**src/sha256_pkg.sv**
```systemverilog
// Shared types, constants and helper functions of the SHA-256 message hasher.
package sha256_pkg;

  // One input transfer: a message byte and its framing flags.
  typedef struct packed {
    logic [7:0] data_byte;
    logic       byte_present;
    logic       end_of_message;
  } in_t;

  // One output transfer: a single digest word and its position.
  typedef struct packed {
    logic [31:0] digest_word;
    logic [2:0]  word_index;
    logic        digest_done;
  } out_t;

  // Commands from the controller to the compression core.
  typedef struct packed {
    logic       start;
    logic       dig_rd;
    logic [2:0] dig_idx;
  } core_cmd_t;

  // Block memory read request from the compression core.
  typedef struct packed {
    logic       en;
    logic [3:0] addr;
  } blk_rd_t;

  localparam logic [31:0] HashInit [8] = '{
    32'h6A09E667, 32'hBB67AE85, 32'h3C6EF372, 32'hA54FF53A,
    32'h510E527F, 32'h9B05688C, 32'h1F83D9AB, 32'h5BE0CD19
  };

  localparam logic [31:0] RoundK [64] = '{
    32'h428a2f98, 32'h71374491, 32'hb5c0fbcf, 32'he9b5dba5,
    32'h3956c25b, 32'h59f111f1, 32'h923f82a4, 32'hab1c5ed5,
    32'hd807aa98, 32'h12835b01, 32'h243185be, 32'h550c7dc3,
    32'h72be5d74, 32'h80deb1fe, 32'h9bdc06a7, 32'hc19bf174,
    32'he49b69c1, 32'hefbe4786, 32'h0fc19dc6, 32'h240ca1cc,
    32'h2de92c6f, 32'h4a7484aa, 32'h5cb0a9dc, 32'h76f988da,
    32'h983e5152, 32'ha831c66d, 32'hb00327c8, 32'hbf597fc7,
    32'hc6e00bf3, 32'hd5a79147, 32'h06ca6351, 32'h14292967,
    32'h27b70a85, 32'h2e1b2138, 32'h4d2c6dfc, 32'h53380d13,
    32'h650a7354, 32'h766a0abb, 32'h81c2c92e, 32'h92722c85,
    32'ha2bfe8a1, 32'ha81a664b, 32'hc24b8b70, 32'hc76c51a3,
    32'hd192e819, 32'hd6990624, 32'hf40e3585, 32'h106aa070,
    32'h19a4c116, 32'h1e376c08, 32'h2748774c, 32'h34b0bcb5,
    32'h391c0cb3, 32'h4ed8aa4a, 32'h5b9cca4f, 32'h682e6ff3,
    32'h748f82ee, 32'h78a5636f, 32'h84c87814, 32'h8cc70208,
    32'h90befffa, 32'ha4506ceb, 32'hbef9a3f7, 32'hc67178f2
  };

  localparam logic [7:0] PadByte = 8'h80;
  localparam logic [5:0] LenStart = 6'd56;

  function automatic logic [31:0] big_sigma0(input logic [31:0] x);
    return {x[1:0], x[31:2]} ^ {x[12:0], x[31:13]} ^ {x[21:0], x[31:22]};
  endfunction

  function automatic logic [31:0] big_sigma1(input logic [31:0] x);
    return {x[5:0], x[31:6]} ^ {x[10:0], x[31:11]} ^ {x[24:0], x[31:25]};
  endfunction

  function automatic logic [31:0] small_sigma0(input logic [31:0] x);
    return {x[6:0], x[31:7]} ^ {x[17:0], x[31:18]} ^ {3'b000, x[31:3]};
  endfunction

  function automatic logic [31:0] small_sigma1(input logic [31:0] x);
    return {x[16:0], x[31:17]} ^ {x[18:0], x[31:19]} ^ {10'd0, x[31:10]};
  endfunction

  // Places a byte big-endian into a word; the first byte starts a fresh word.
  function automatic logic [31:0] put_byte(input logic [31:0] acc, input logic [1:0] sel,
                                           input logic [7:0] b);
    logic [31:0] r;
    case (sel)
      2'd0: r = {b, 24'd0};
      2'd1: r = {acc[31:24], b, 16'd0};
      2'd2: r = {acc[31:16], b, 8'd0};
      default: r = {acc[31:8], b};
    endcase
    return r;
  endfunction

endpackage

```
**src/sha256_message_hasher_top.sv**
```systemverilog
// Top level of the SHA-256 message hasher: byte intake, block memory, padding and digest output.
//
//   Channel | Direction | Handshake              | Payload
//   --------+-----------+------------------------+------------------------------------------
//   in      | input     | in_valid_i, in_stall_o | in_data_i: data_byte, byte_present, eom
//   out     | output    | out_valid_o, out_stall_i | out_data_o: digest_word, index, done
//
// The 64th byte of a block starts a compression: loading through 8 hash memory reads,
// 64 rounds at one per cycle, read-add-write back, and the done handoff.
// An end of message adds up to 16 block memory writes of padding, one or two compressions,
// and then eight digest transfers (memory read, then present).
// Reset clears the control state; hash words read as the initial values until first written.
// in_stall_o is high whenever a block, padding or digest sequence is under way.
module sha256_message_hasher_top import sha256_pkg::*; (
  input  logic clk_i,
  input  logic rst_ni,
  input  logic in_valid_i,
  output logic in_stall_o,
  input  in_t  in_data_i,
  output logic out_valid_o,
  input  logic out_stall_i,
  output out_t out_data_o
);

  typedef enum logic [4:0] {
    S_IDLE = 5'b00001,
    S_CMP  = 5'b00010,
    S_PAD  = 5'b00100,
    S_ORD  = 5'b01000,
    S_OUT  = 5'b10000
  } top_state_e;

  typedef enum logic [3:0] {
    A_IDLE = 4'b0001,
    A_PAD  = 4'b0010,
    A_PAD2 = 4'b0100,
    A_OUT  = 4'b1000
  } after_e;

  top_state_e  state_q, state_d;
  after_e      after_q, after_d;
  logic [63:0] count_q, count_d;
  logic [31:0] acc_q, acc_d;
  logic [3:0]  ptr_q, ptr_d;
  logic        first_q, first_d;
  logic        second_q, second_d;
  logic [2:0]  idx_q, idx_d;

  logic [31:0] bmem [16];
  logic [31:0] brd_q;
  logic        b_we;
  logic [3:0]  b_wa;
  logic [31:0] b_wd;

  core_cmd_t   cmd;
  blk_rd_t     blk_rd;
  logic        core_done;
  logic [31:0] core_word;

  logic        in_xfer;
  logic [31:0] acc_new, header, pad_word;
  logic        tail;

  sha256_core u_core (
    .clk_i         (clk_i),
    .rst_ni        (rst_ni),
    .cmd_i         (cmd),
    .blk_rd_data_i (brd_q),
    .blk_rd_o      (blk_rd),
    .done_o        (core_done),
    .hash_word_o   (core_word)
  );

  assign in_stall_o  = (state_q != S_IDLE);
  assign in_xfer     = in_valid_i && !in_stall_o;
  assign out_valid_o = (state_q == S_OUT);
  assign out_data_o.digest_word = core_word;
  assign out_data_o.word_index  = idx_q;
  assign out_data_o.digest_done = (idx_q == 3'd7);

  assign acc_new = put_byte(acc_q, count_q[1:0], in_data_i.data_byte);
  assign header  = put_byte(acc_q, count_q[1:0], PadByte);
  // The block carries the bit length unless the pad byte landed past byte 55.
  assign tail    = second_q || (count_q[5:0] < LenStart);

  // Padding word for the current block memory position.
  always_comb begin
    if (first_q) begin
      pad_word = header;
    end else if (tail && ptr_q == 4'd14) begin
      pad_word = count_q[60:29];
    end else if (tail && ptr_q == 4'd15) begin
      pad_word = {count_q[28:0], 3'b000};
    end else begin
      pad_word = 32'd0;
    end
  end

  // Sequencer for intake, padding, compression and digest readout.
  always_comb begin
    state_d = state_q;
    after_d = after_q;
    count_d = count_q;
    acc_d = acc_q;
    ptr_d = ptr_q;
    first_d = first_q;
    second_d = second_q;
    idx_d = idx_q;
    b_we = 1'b0;
    b_wa = ptr_q;
    b_wd = pad_word;
    cmd.start = 1'b0;
    cmd.dig_rd = 1'b0;
    cmd.dig_idx = idx_q;
    case (state_q)
      S_IDLE: begin
        if (in_xfer) begin
          if (in_data_i.byte_present) begin
            acc_d = acc_new;
            count_d = count_q + 64'd1;
            if (count_q[1:0] == 2'd3) begin
              b_we = 1'b1;
              b_wa = count_q[5:2];
              b_wd = acc_new;
            end
          end
          if (in_data_i.byte_present && count_q[5:0] == 6'h3f) begin
            cmd.start = 1'b1;
            state_d = S_CMP;
            after_d = in_data_i.end_of_message ? A_PAD : A_IDLE;
          end else if (in_data_i.end_of_message) begin
            state_d = S_PAD;
            ptr_d = count_d[5:2];
            first_d = 1'b1;
            second_d = 1'b0;
          end
        end
      end
      S_PAD: begin
        b_we = 1'b1;
        first_d = 1'b0;
        if (ptr_q == 4'd15) begin
          cmd.start = 1'b1;
          state_d = S_CMP;
          after_d = tail ? A_OUT : A_PAD2;
        end else begin
          ptr_d = ptr_q + 4'd1;
        end
      end
      S_CMP: begin
        if (core_done) begin
          case (after_q)
            A_PAD: begin
              state_d = S_PAD;
              ptr_d = count_q[5:2];
              first_d = 1'b1;
              second_d = 1'b0;
            end
            A_PAD2: begin
              state_d = S_PAD;
              ptr_d = 4'd0;
              first_d = 1'b0;
              second_d = 1'b1;
            end
            A_OUT: begin
              state_d = S_ORD;
              idx_d = 3'd0;
            end
            default: begin
              state_d = S_IDLE;
            end
          endcase
        end
      end
      S_ORD: begin
        cmd.dig_rd = 1'b1;
        state_d = S_OUT;
      end
      S_OUT: begin
        if (!out_stall_i) begin
          if (idx_q == 3'd7) begin
            state_d = S_IDLE;
            count_d = 64'd0;
          end else begin
            idx_d = idx_q + 3'd1;
            state_d = S_ORD;
          end
        end
      end
      default: begin
        state_d = S_IDLE;
      end
    endcase
  end

  // Control registers.
  always_ff @(posedge clk_i or negedge rst_ni) begin
    if (!rst_ni) begin
      state_q <= S_IDLE;
      after_q <= A_IDLE;
      count_q <= 64'd0;
      ptr_q <= 4'd0;
      first_q <= 1'b0;
      second_q <= 1'b0;
      idx_q <= 3'd0;
    end else begin
      state_q <= state_d;
      after_q <= after_d;
      count_q <= count_d;
      ptr_q <= ptr_d;
      first_q <= first_d;
      second_q <= second_d;
      idx_q <= idx_d;
    end
  end

  // Word assembly register.
  always_ff @(posedge clk_i) begin
    acc_q <= acc_d;
  end

  // Block word memory with registered read data.
  always_ff @(posedge clk_i) begin
    if (b_we) begin
      bmem[b_wa] <= b_wd;
    end
    if (blk_rd.en) begin
      brd_q <= bmem[blk_rd.addr];
    end
  end

endmodule

```
**src/sha256_core.sv**
```systemverilog
// Compression core: hash word memory, working variables, message schedule and rounds.
module sha256_core import sha256_pkg::*; (
  input  logic        clk_i,
  input  logic        rst_ni,
  input  core_cmd_t   cmd_i,
  input  logic [31:0] blk_rd_data_i,
  output blk_rd_t     blk_rd_o,
  output logic        done_o,
  output logic [31:0] hash_word_o
);

  typedef enum logic [3:0] {
    C_IDLE  = 4'b0001,
    C_LOAD  = 4'b0010,
    C_ROUND = 4'b0100,
    C_FOLD  = 4'b1000
  } core_state_e;

  core_state_e state_q, state_d;
  logic [6:0]  cnt_q, cnt_d;
  logic        done_q, done_d;
  logic [7:0]  hv_q;

  logic [31:0] hmem [8];
  logic [31:0] hrd_q;
  logic [2:0]  hrd_addr_q;
  logic        hrd_valid_q;
  logic [31:0] hash_rd;

  logic [31:0] v_q [8];
  logic [31:0] w_q [16];

  logic        h_re, h_we;
  logic [2:0]  h_ra, h_wa;
  logic [31:0] h_wd;
  logic [6:0]  cnt_m1;
  logic [5:0]  rnd;
  logic [31:0] wt, t1, t2, ch, maj;

  // Entries never written since reset read as the initial hash values.
  assign hash_rd = hrd_valid_q ? hrd_q : HashInit[hrd_addr_q];
  assign hash_word_o = hash_rd;
  assign done_o = done_q;
  assign cnt_m1 = cnt_q - 7'd1;
  assign rnd = cnt_q[5:0];

  // Round function and message schedule.
  always_comb begin
    if (rnd < 6'd16) begin
      wt = blk_rd_data_i;
    end else begin
      wt = small_sigma1(w_q[14]) + w_q[9] + small_sigma0(w_q[1]) + w_q[0];
    end
    ch  = v_q[6] ^ (v_q[4] & (v_q[5] ^ v_q[6]));
    maj = (v_q[0] & v_q[1]) | (v_q[2] & (v_q[0] | v_q[1]));
    t1  = v_q[7] + big_sigma1(v_q[4]) + ch + RoundK[rnd] + wt;
    t2  = big_sigma0(v_q[0]) + maj;
  end

  // Memory port control and sequencing.
  always_comb begin
    state_d = state_q;
    cnt_d = cnt_q;
    done_d = 1'b0;
    h_re = 1'b0;
    h_ra = cnt_q[2:0];
    h_we = 1'b0;
    h_wa = cnt_m1[2:0];
    h_wd = hash_rd + v_q[0];
    blk_rd_o.en = 1'b0;
    blk_rd_o.addr = 4'd0;
    case (state_q)
      C_IDLE: begin
        if (cmd_i.dig_rd) begin
          // Digest readout also restores the initial value of the entry.
          h_re = 1'b1;
          h_ra = cmd_i.dig_idx;
          h_we = 1'b1;
          h_wa = cmd_i.dig_idx;
          h_wd = HashInit[cmd_i.dig_idx];
        end
        if (cmd_i.start) begin
          state_d = C_LOAD;
          cnt_d = 7'd0;
        end
      end
      C_LOAD: begin
        h_re = (cnt_q < 7'd8);
        if (cnt_q == 7'd8) begin
          blk_rd_o.en = 1'b1;
          state_d = C_ROUND;
          cnt_d = 7'd0;
        end else begin
          cnt_d = cnt_q + 7'd1;
        end
      end
      C_ROUND: begin
        if (rnd < 6'd15) begin
          blk_rd_o.en = 1'b1;
          blk_rd_o.addr = rnd[3:0] + 4'd1;
        end
        if (rnd == 6'd63) begin
          state_d = C_FOLD;
          cnt_d = 7'd0;
        end else begin
          cnt_d = cnt_q + 7'd1;
        end
      end
      C_FOLD: begin
        h_re = (cnt_q < 7'd8);
        h_we = (cnt_q != 7'd0);
        if (cnt_q == 7'd8) begin
          state_d = C_IDLE;
          done_d = 1'b1;
        end else begin
          cnt_d = cnt_q + 7'd1;
        end
      end
      default: begin
        state_d = C_IDLE;
      end
    endcase
  end

  // Control registers.
  always_ff @(posedge clk_i or negedge rst_ni) begin
    if (!rst_ni) begin
      state_q <= C_IDLE;
      cnt_q <= 7'd0;
      done_q <= 1'b0;
      hv_q <= 8'd0;
      hrd_valid_q <= 1'b0;
    end else begin
      state_q <= state_d;
      cnt_q <= cnt_d;
      done_q <= done_d;
      if (h_we) begin
        hv_q[h_wa] <= 1'b1;
      end
      if (h_re) begin
        hrd_valid_q <= hv_q[h_ra];
      end
    end
  end

  // Hash word memory with registered read data.
  always_ff @(posedge clk_i) begin
    if (h_we) begin
      hmem[h_wa] <= h_wd;
    end
    if (h_re) begin
      hrd_q <= hmem[h_ra];
      hrd_addr_q <= h_ra;
    end
  end

  // Working variables and schedule window.
  always_ff @(posedge clk_i) begin
    case (state_q)
      C_LOAD: begin
        if (cnt_q != 7'd0) begin
          for (int i = 0; i < 7; i++) begin
            v_q[i] <= v_q[i+1];
          end
          v_q[7] <= hash_rd;
        end
      end
      C_ROUND: begin
        v_q[7] <= v_q[6];
        v_q[6] <= v_q[5];
        v_q[5] <= v_q[4];
        v_q[4] <= v_q[3] + t1;
        v_q[3] <= v_q[2];
        v_q[2] <= v_q[1];
        v_q[1] <= v_q[0];
        v_q[0] <= t1 + t2;
        for (int i = 0; i < 15; i++) begin
          w_q[i] <= w_q[i+1];
        end
        w_q[15] <= wt;
      end
      C_FOLD: begin
        if (cnt_q != 7'd0) begin
          for (int i = 0; i < 7; i++) begin
            v_q[i] <= v_q[i+1];
          end
          v_q[7] <= v_q[0];
        end
      end
      default: begin
      end
    endcase
  end

endmodule
```
**config.mk**
```make
export PLATFORM = sky130hd
export DESIGN_NAME = sha256_message_hasher_top
export DESIGN_NICKNAME = d
export VERILOG_FILES = /design/src/sha256_pkg.sv /design/src/sha256_message_hasher_top.sv /design/src/sha256_core.sv
export SDC_FILE = /design/constraint.sdc
export NUM_CORES = 2
export LEC_CHECK = 0
export ABC_AREA = 1
export CAP_MARGIN = 20
export CORE_AREA = 2 2 543 545
export CTS_CLUSTER_SIZE = 28
export DETAILED_ROUTE_END_ITERATION = 10
export DIE_AREA = 0 0 545 547
export DONT_BUFFER_PORTS = 1
export SLEW_MARGIN = 10
export SYNTH_ARGS = -nofsm -noshare
export SYNTH_HDL_FRONTEND = slang
export SYNTH_HIERARCHICAL = 1
export SYNTH_SLANG_ARGS = --single-unit
```
**constraint.sdc**
```tcl
create_clock -name clk_i -period 8.95 [get_ports clk_i]
set_clock_uncertainty 0.15 [all_clocks]
set_input_delay 0.4475 -clock clk_i [delete_from_list [all_inputs] [get_ports clk_i]]
set_output_delay 0.4475 -clock clk_i [all_outputs]
set_load 0.05 [all_outputs]
```
# Word-level counts from Yosys, hierarchy flattened
# Memories as Yosys holds them, arrays and structs flattened. A register that Yosys moved wholly into a read port is not among the register bits.
# Index checks and enable logic that the tools add are counted.
# Widths: inputs -> output; s select.
dict set report totals {
  regBits 138
  ram_bits 1536
  rom_bits 2560
  input_bits 14
  output_inout_bits 38
  word_cells 282
  mem_count 7
}
dict set report classes {
  add_sub_neg 17
  n_lt_le_gt_ge 10
  n_eq_ne 41
  mux 129
  bitwise_logic 35
  reduce_logical 28
}
# memory words width read_ports rd_clocked_by_memory_dff write_ports line
set mem_list {}
lappend mem_list {{(no name shown)} 64 32 1 0 0 sha256_core.sv:56} ;# t1 = v_q[7] + big_sigma1(v_q[4]) + ch + RoundK[rnd] + wt;
lappend mem_list {bmem 16 32 1 1 1 sha256_message_hasher_top.sv:49} ;# logic [31:0] bmem [16];
lappend mem_list {u_core.w_q 16 32 16 0 16 sha256_core.sv:31} ;# logic [31:0] w_q [16];
lappend mem_list {{(no name shown)} 8 32 1 0 0 sha256_core.sv:80} ;# h_wd = HashInit[cmd_i.dig_idx];
lappend mem_list {{(no name shown)} 8 32 1 0 0 sha256_core.sv:41} ;# assign hash_rd = hrd_valid_q ? hrd_q : HashInit[hrd_addr_q];
lappend mem_list {u_core.hmem 8 32 1 1 1 sha256_core.sv:24} ;# logic [31:0] hmem [8];
lappend mem_list {{+1 memories} -- -- -- -- -- --}
# op n
set op_table {}
lappend op_table {{$mux 32} 33}
lappend op_table {{$add 32x32->32} 11}
lappend op_table {{$mux 64} 4}
lappend op_table {{$xor 32x32->32} 8}
lappend op_table {{$pmux 32 s3} 2}
lappend op_table {{$pmux 64 s2} 1}
lappend op_table {{$and 32x32->32} 3}
lappend op_table {{$mux 4} 19}
lappend op_table {{$add 64x1->64 const B} 1}
lappend op_table {{$or 32x32->32} 2}
lappend op_table {{$mux 5} 7}
lappend op_table {{$xor 32x22->32} 1}
lappend op_table {{$xor 32x29->32} 1}
lappend op_table {{$mux 1} 31}
lappend op_table {{$mux 7} 4}
lappend op_table {{$pmux 7 s4} 1}
lappend op_table {{$pmux 5 s5} 1}
lappend op_table {{$mux 3} 8}
lappend op_table {{$ne 2x2->1 const B} 12}
lappend op_table {{$pmux 4 s2} 3}
lappend op_table {{$eq 4x4->1 const B} 4}
lappend op_table {{$or 1x1->1} 16}
lappend op_table {{$pmux 1 s2} 8}
lappend op_table {{$pmux 4 s4} 1}
lappend op_table {{51 further kinds} 78}

# Logic depth before layout (Yosys ltp)
# An unclocked memory read counts as a cell.
dict set report logic_depth {
  word_depth 11
  ltp_mapped 51
  ltp_nobuf 51
}

# Cells and area by module
# Netlist, hierarchy kept.
# module instances cells_each area_per_inst_um2 seq_area_each_um2
set modules_own_cells {}
lappend modules_own_cells {sha256_core 1 5601 58747.6 32327.3}
lappend modules_own_cells {sha256_message_hasher_top 1 2489 28607.4 19035.8}

# Worst setup path before layout
# Ideal clock, no wire load.
dict set report synth_timing {
  path_type {register -> register}
  start {memory u_core.w_q[1][6], in the netlist u_core/w_q[0][38]}
  end {memory u_core.v_q[0][30], data pin}
  setup_time_ns 0.255
  t_arrival_ns 8.379
  t_required_ns 8.545
  slack_ns 0.166
  stages_incl_launch_ff 46
  n_path_buf 1
  synth_period_minus_slack_ns 8.784
  cell_sequence {edfxtp_1 > xnor2_1 > xor2_1 > inv_1 > fa_1 > inv_1 > fa_1 > inv_1 > ha_1 > a21oi_1 > nand2_1 > inv_1 > nor2_1 > nor2_1 > o21ai_1 > a21boi_0 > o21ai_1 > xnor2_1 > [10 not listed] > nand2_1 > a21oi_1 > inv_1 > a21oi_1 > o21ai_0 > nand2_1 > nand2_1 > fa_1 > ha_1 > clkbuf_1 > a21oi_1 > o21ai_0 > a221oi_1 > nand2_1 > nand2_1 > nand3_1 > o21ai_0 > inv_1}
}
# element line
set synth_rtl {}
lappend synth_rtl {{start, declared} sha256_core.sv:31}
lappend synth_rtl {{end, declared} sha256_core.sv:30} ;# logic [31:0] v_q [8];

==> impl_metrics.json <==
{
  "status": "complete, but fails checks",
  "violations": "negative setup slack",
  "synth_area_sq_um": 87400,
  "yosysTopAreaCell": "edfxtp_1",
  "initial_core_util": 0.299,
  "yosysSeqAreaShare": 0.588,
  "synth-xor-area-share": 0.0341,
  "grt_remaining_overflow": 0,
  "wl_um": 283000,
  "drtIter0Drc": 6565,
  "synth_compound_area_frac": 0.116,
  "synth_async_sr_flop_share": 0.0579,
  "port_buffers": 0,
  "groute.usage.overall": 0.185,
  "die_x_um": 545,
  "postSynthNetCount": 8499,
  "path_buf_inv": 11,
  "critPathTopFamily": "adder cells",
  "grt_max_degree": 179,
  "routabilityCongestion": 0.957,
  "hold_violations": 0,
  "synth_top_family_by_area": "compound AO/OA/AOI/OAI gates",
  "clock_sinks": 1727,
  "cap_violations": 0,
  "clkSlewWorstSetupHoldPaths_ps": 60,
  "synth.top_cell.area_share": 0.559,
  "num_rows": 199,
  "ant_nets": 0,
  "fmax_ghz": 0.109,
  "core_sq_um": 293000,
  "hpwlAfterDp_um": 198000,
  "yosysWarnings": 6,
  "num_vias": 63515,
  "endpoint_kind": "flop",
  "antenna_found_initial": 18,
  "drtPass1Iterations": 6,
  "clk_path_buf_depth": 4,
  "final.min_clock_period_ps": 9170,
  "crit_required_ps": 9370,
  "synth_area_leaders": "edfxtp_1 (56%), nand2_1 (5.2%), o21ai_0 (4.9%)",
  "ios": 52,
  "insertion_delay_ps": 870,
  "fin_setup_tns_ps": -1320,
  "synth_ff_type": "edfxtp_1",
  "setup-violations-final": 11,
  "htree_levels": 4,
  "tritoncts": "built",
  "area_growth_syn_to_layout_pct": 21.8,
  "drc": 0,
  "synth.most_common_cell": "edfxtp_1",
  "avgSynthCellArea_sq_um": 10.8,
  "synth_mux_area_frac": 0.0149,
  "grt_pass1_vias": 61646,
  "yosys.area_share.simple": 0.111,
  "drive_gt1_frac": 0.186,
  "timing.final.ws_setup_ps": -216,
  "cp.arrival_ps": 9590,
  "slew_headroom": 0.231,
  "ys_ff_latch": 1727,
  "slowest_stage": "fa_1",
  "cp-start-kind": "flop",
  "drv_slew": 0,
  "synth.distinct_cells": 72,
  "hold_path_class": "input port to async pin",
  "tightestPinTransition_ps": 1150,
  "synthAdderAreaFrac": 0.0736,
  "die_y_um": 547,
  "synth_edf_count": 1627,
  "path_max_fanout": 4,
  "worstSetupPathType": "flop to flop",
  "slowest_delay_ps": 570,
  "die_area_sq_um": 298000,
  "clock_tree.root_cell": "clkbuf_16",
  "wire_per_inst_um": 22.1,
  "cts_buffers": 188,
  "period_share": 1.02,
  "rsz0062_at_grt": "yes",
  "ys_top_cells_by_count": "edfxtp_1 (1627), nand2_1 (1200), inv_1 (1034)",
  "grt_pass1_wl_um": 411000,
  "synth_cells": 8090,
  "nets": 9130,
  "critPathMostFrequentCell": "fa_1",
  "vias_per_cell": 4.97
}
==> through the flow <==
stage,instances,hold slack [ps],utilization,setup slack (ps),cell area (sq um)
finish,12792,53.8,0.364,-216,106000
global route,12788,81.8,0.364,-628,106000
CTS,12741,15.6,0.357,-153,105000
detailed placement,12355,4.96,0.329,-1130,96200
global placement,12351,4.90,0.329,-1250,96200
floorplan,8090,1.91,-,166,87400
==> cells by family after synthesis <==
kind of cell | count (synthesis)
buf+inv | 1378
xor+xnor | 340
flops | 1727
compound gates | 1780
fa+ha+maj | 401
mux | 130
simple gates | 2334
==> routing by layer <==
metal,GRT usage,vias to the layer above,share of wire
met5,0,-,0.00012
met1,0.262,31790,0.45
li1,-,29154,-
met3,0.0252,421,0.061
met4,0.0512,6,0.030
met2,0.293,2144,0.46
==> worst reg2reg max path: cells and delay by family (launching register included) <==
| kind | cells | cell delay (ps) |
|---|---|---|
| adder cells (fa/ha/maj) | 9 | 4170 |
| AND/OR/NAND/NOR | 14 | 1420 |
| buffers and inverters | 11 | 1010 |
| AO/OA/AOI/OAI | 6 | 910 |
| XOR/XNOR | 4 | 800 |
| flip-flops | 1 | 450 |
==> layout make-up <==
cell class                 count  area (sq um)
clock inverter               108          1260
antenna                        7          17.5
clock buffer                 227          4930
timing repair buffer         765          6110
sequential                  1727         51400
inverter                    1054          3980
tap                         3919          4900
fill                       28585        186000
multi-input combinational   4985         33800
==> what timing repair did <==
item | CTS | global route
hold endpoints to repair | 296 | 0
setup buffers | 34 | 38
cloned | 0 | 0
pin swaps | 159 | 190
endpoints found under the setup margin | 41 | 39
hold buffers | 17 | 0
gates resized for setup | 353 | 349
==> cell usage in the layout, fill, tap and decap left out, drive strengths merged, types with 130 or more instances in the layout <==
cell type,instances
xnor2,161
buf,744
o21ai,901
ha,205
nand2,1212
nand3,299
mux2i,130
fa,190
o211ai,180
a21oi,396
clkbuf,231
inv,1057
nor2,654
xor2,179
edfxtp,1627
==> final timing paths <==
check | to | cells past startpoint | from | slack [ps]
max in group asynchronous | u_core/state_q[0]$_DFFE_PN1P_ | 2 | rst_ni | 8130
min | idx_q[1]$_DFFE_PN0P_ | 2 | rst_ni | 50
max | u_core/v_q[0][30]$_DFFE_PP_ | 44 | u_core/w_q[0][48]$_DFFE_PP_ | -220
min reg2reg | u_core/w_q[1][120]$_DFFE_PP_ | 0 | u_core/w_q[1][152]$_DFFE_PP_ | 230
min in group clk_i | state_q[4]$_DFFE_PN0P_ | 3 | out_stall_i | 230
max reg2reg | u_core/v_q[0][30]$_DFFE_PP_ | 44 | u_core/w_q[0][48]$_DFFE_PP_ | -220
==> registers in the layout (all words and copies together), names as in the netlist, 3 cells and up <==
register           count
bmem                 512
brd_q                 32
state_q                5
u_core/hrd_q          32
after_q                4
count_q               61
u_core/hv_q            8
u_core/hrd_addr_q      3
u_core/state_q         4
u_core/v_q           256
u_core/hmem          256
u_core/w_q           512
idx_q                  3
ptr_q                  4
acc_q                 24
u_core/cnt_q           7
Power is not shown: default switching activity piles up to over one toggle a cycle in this logic, so the estimate is an artifact.
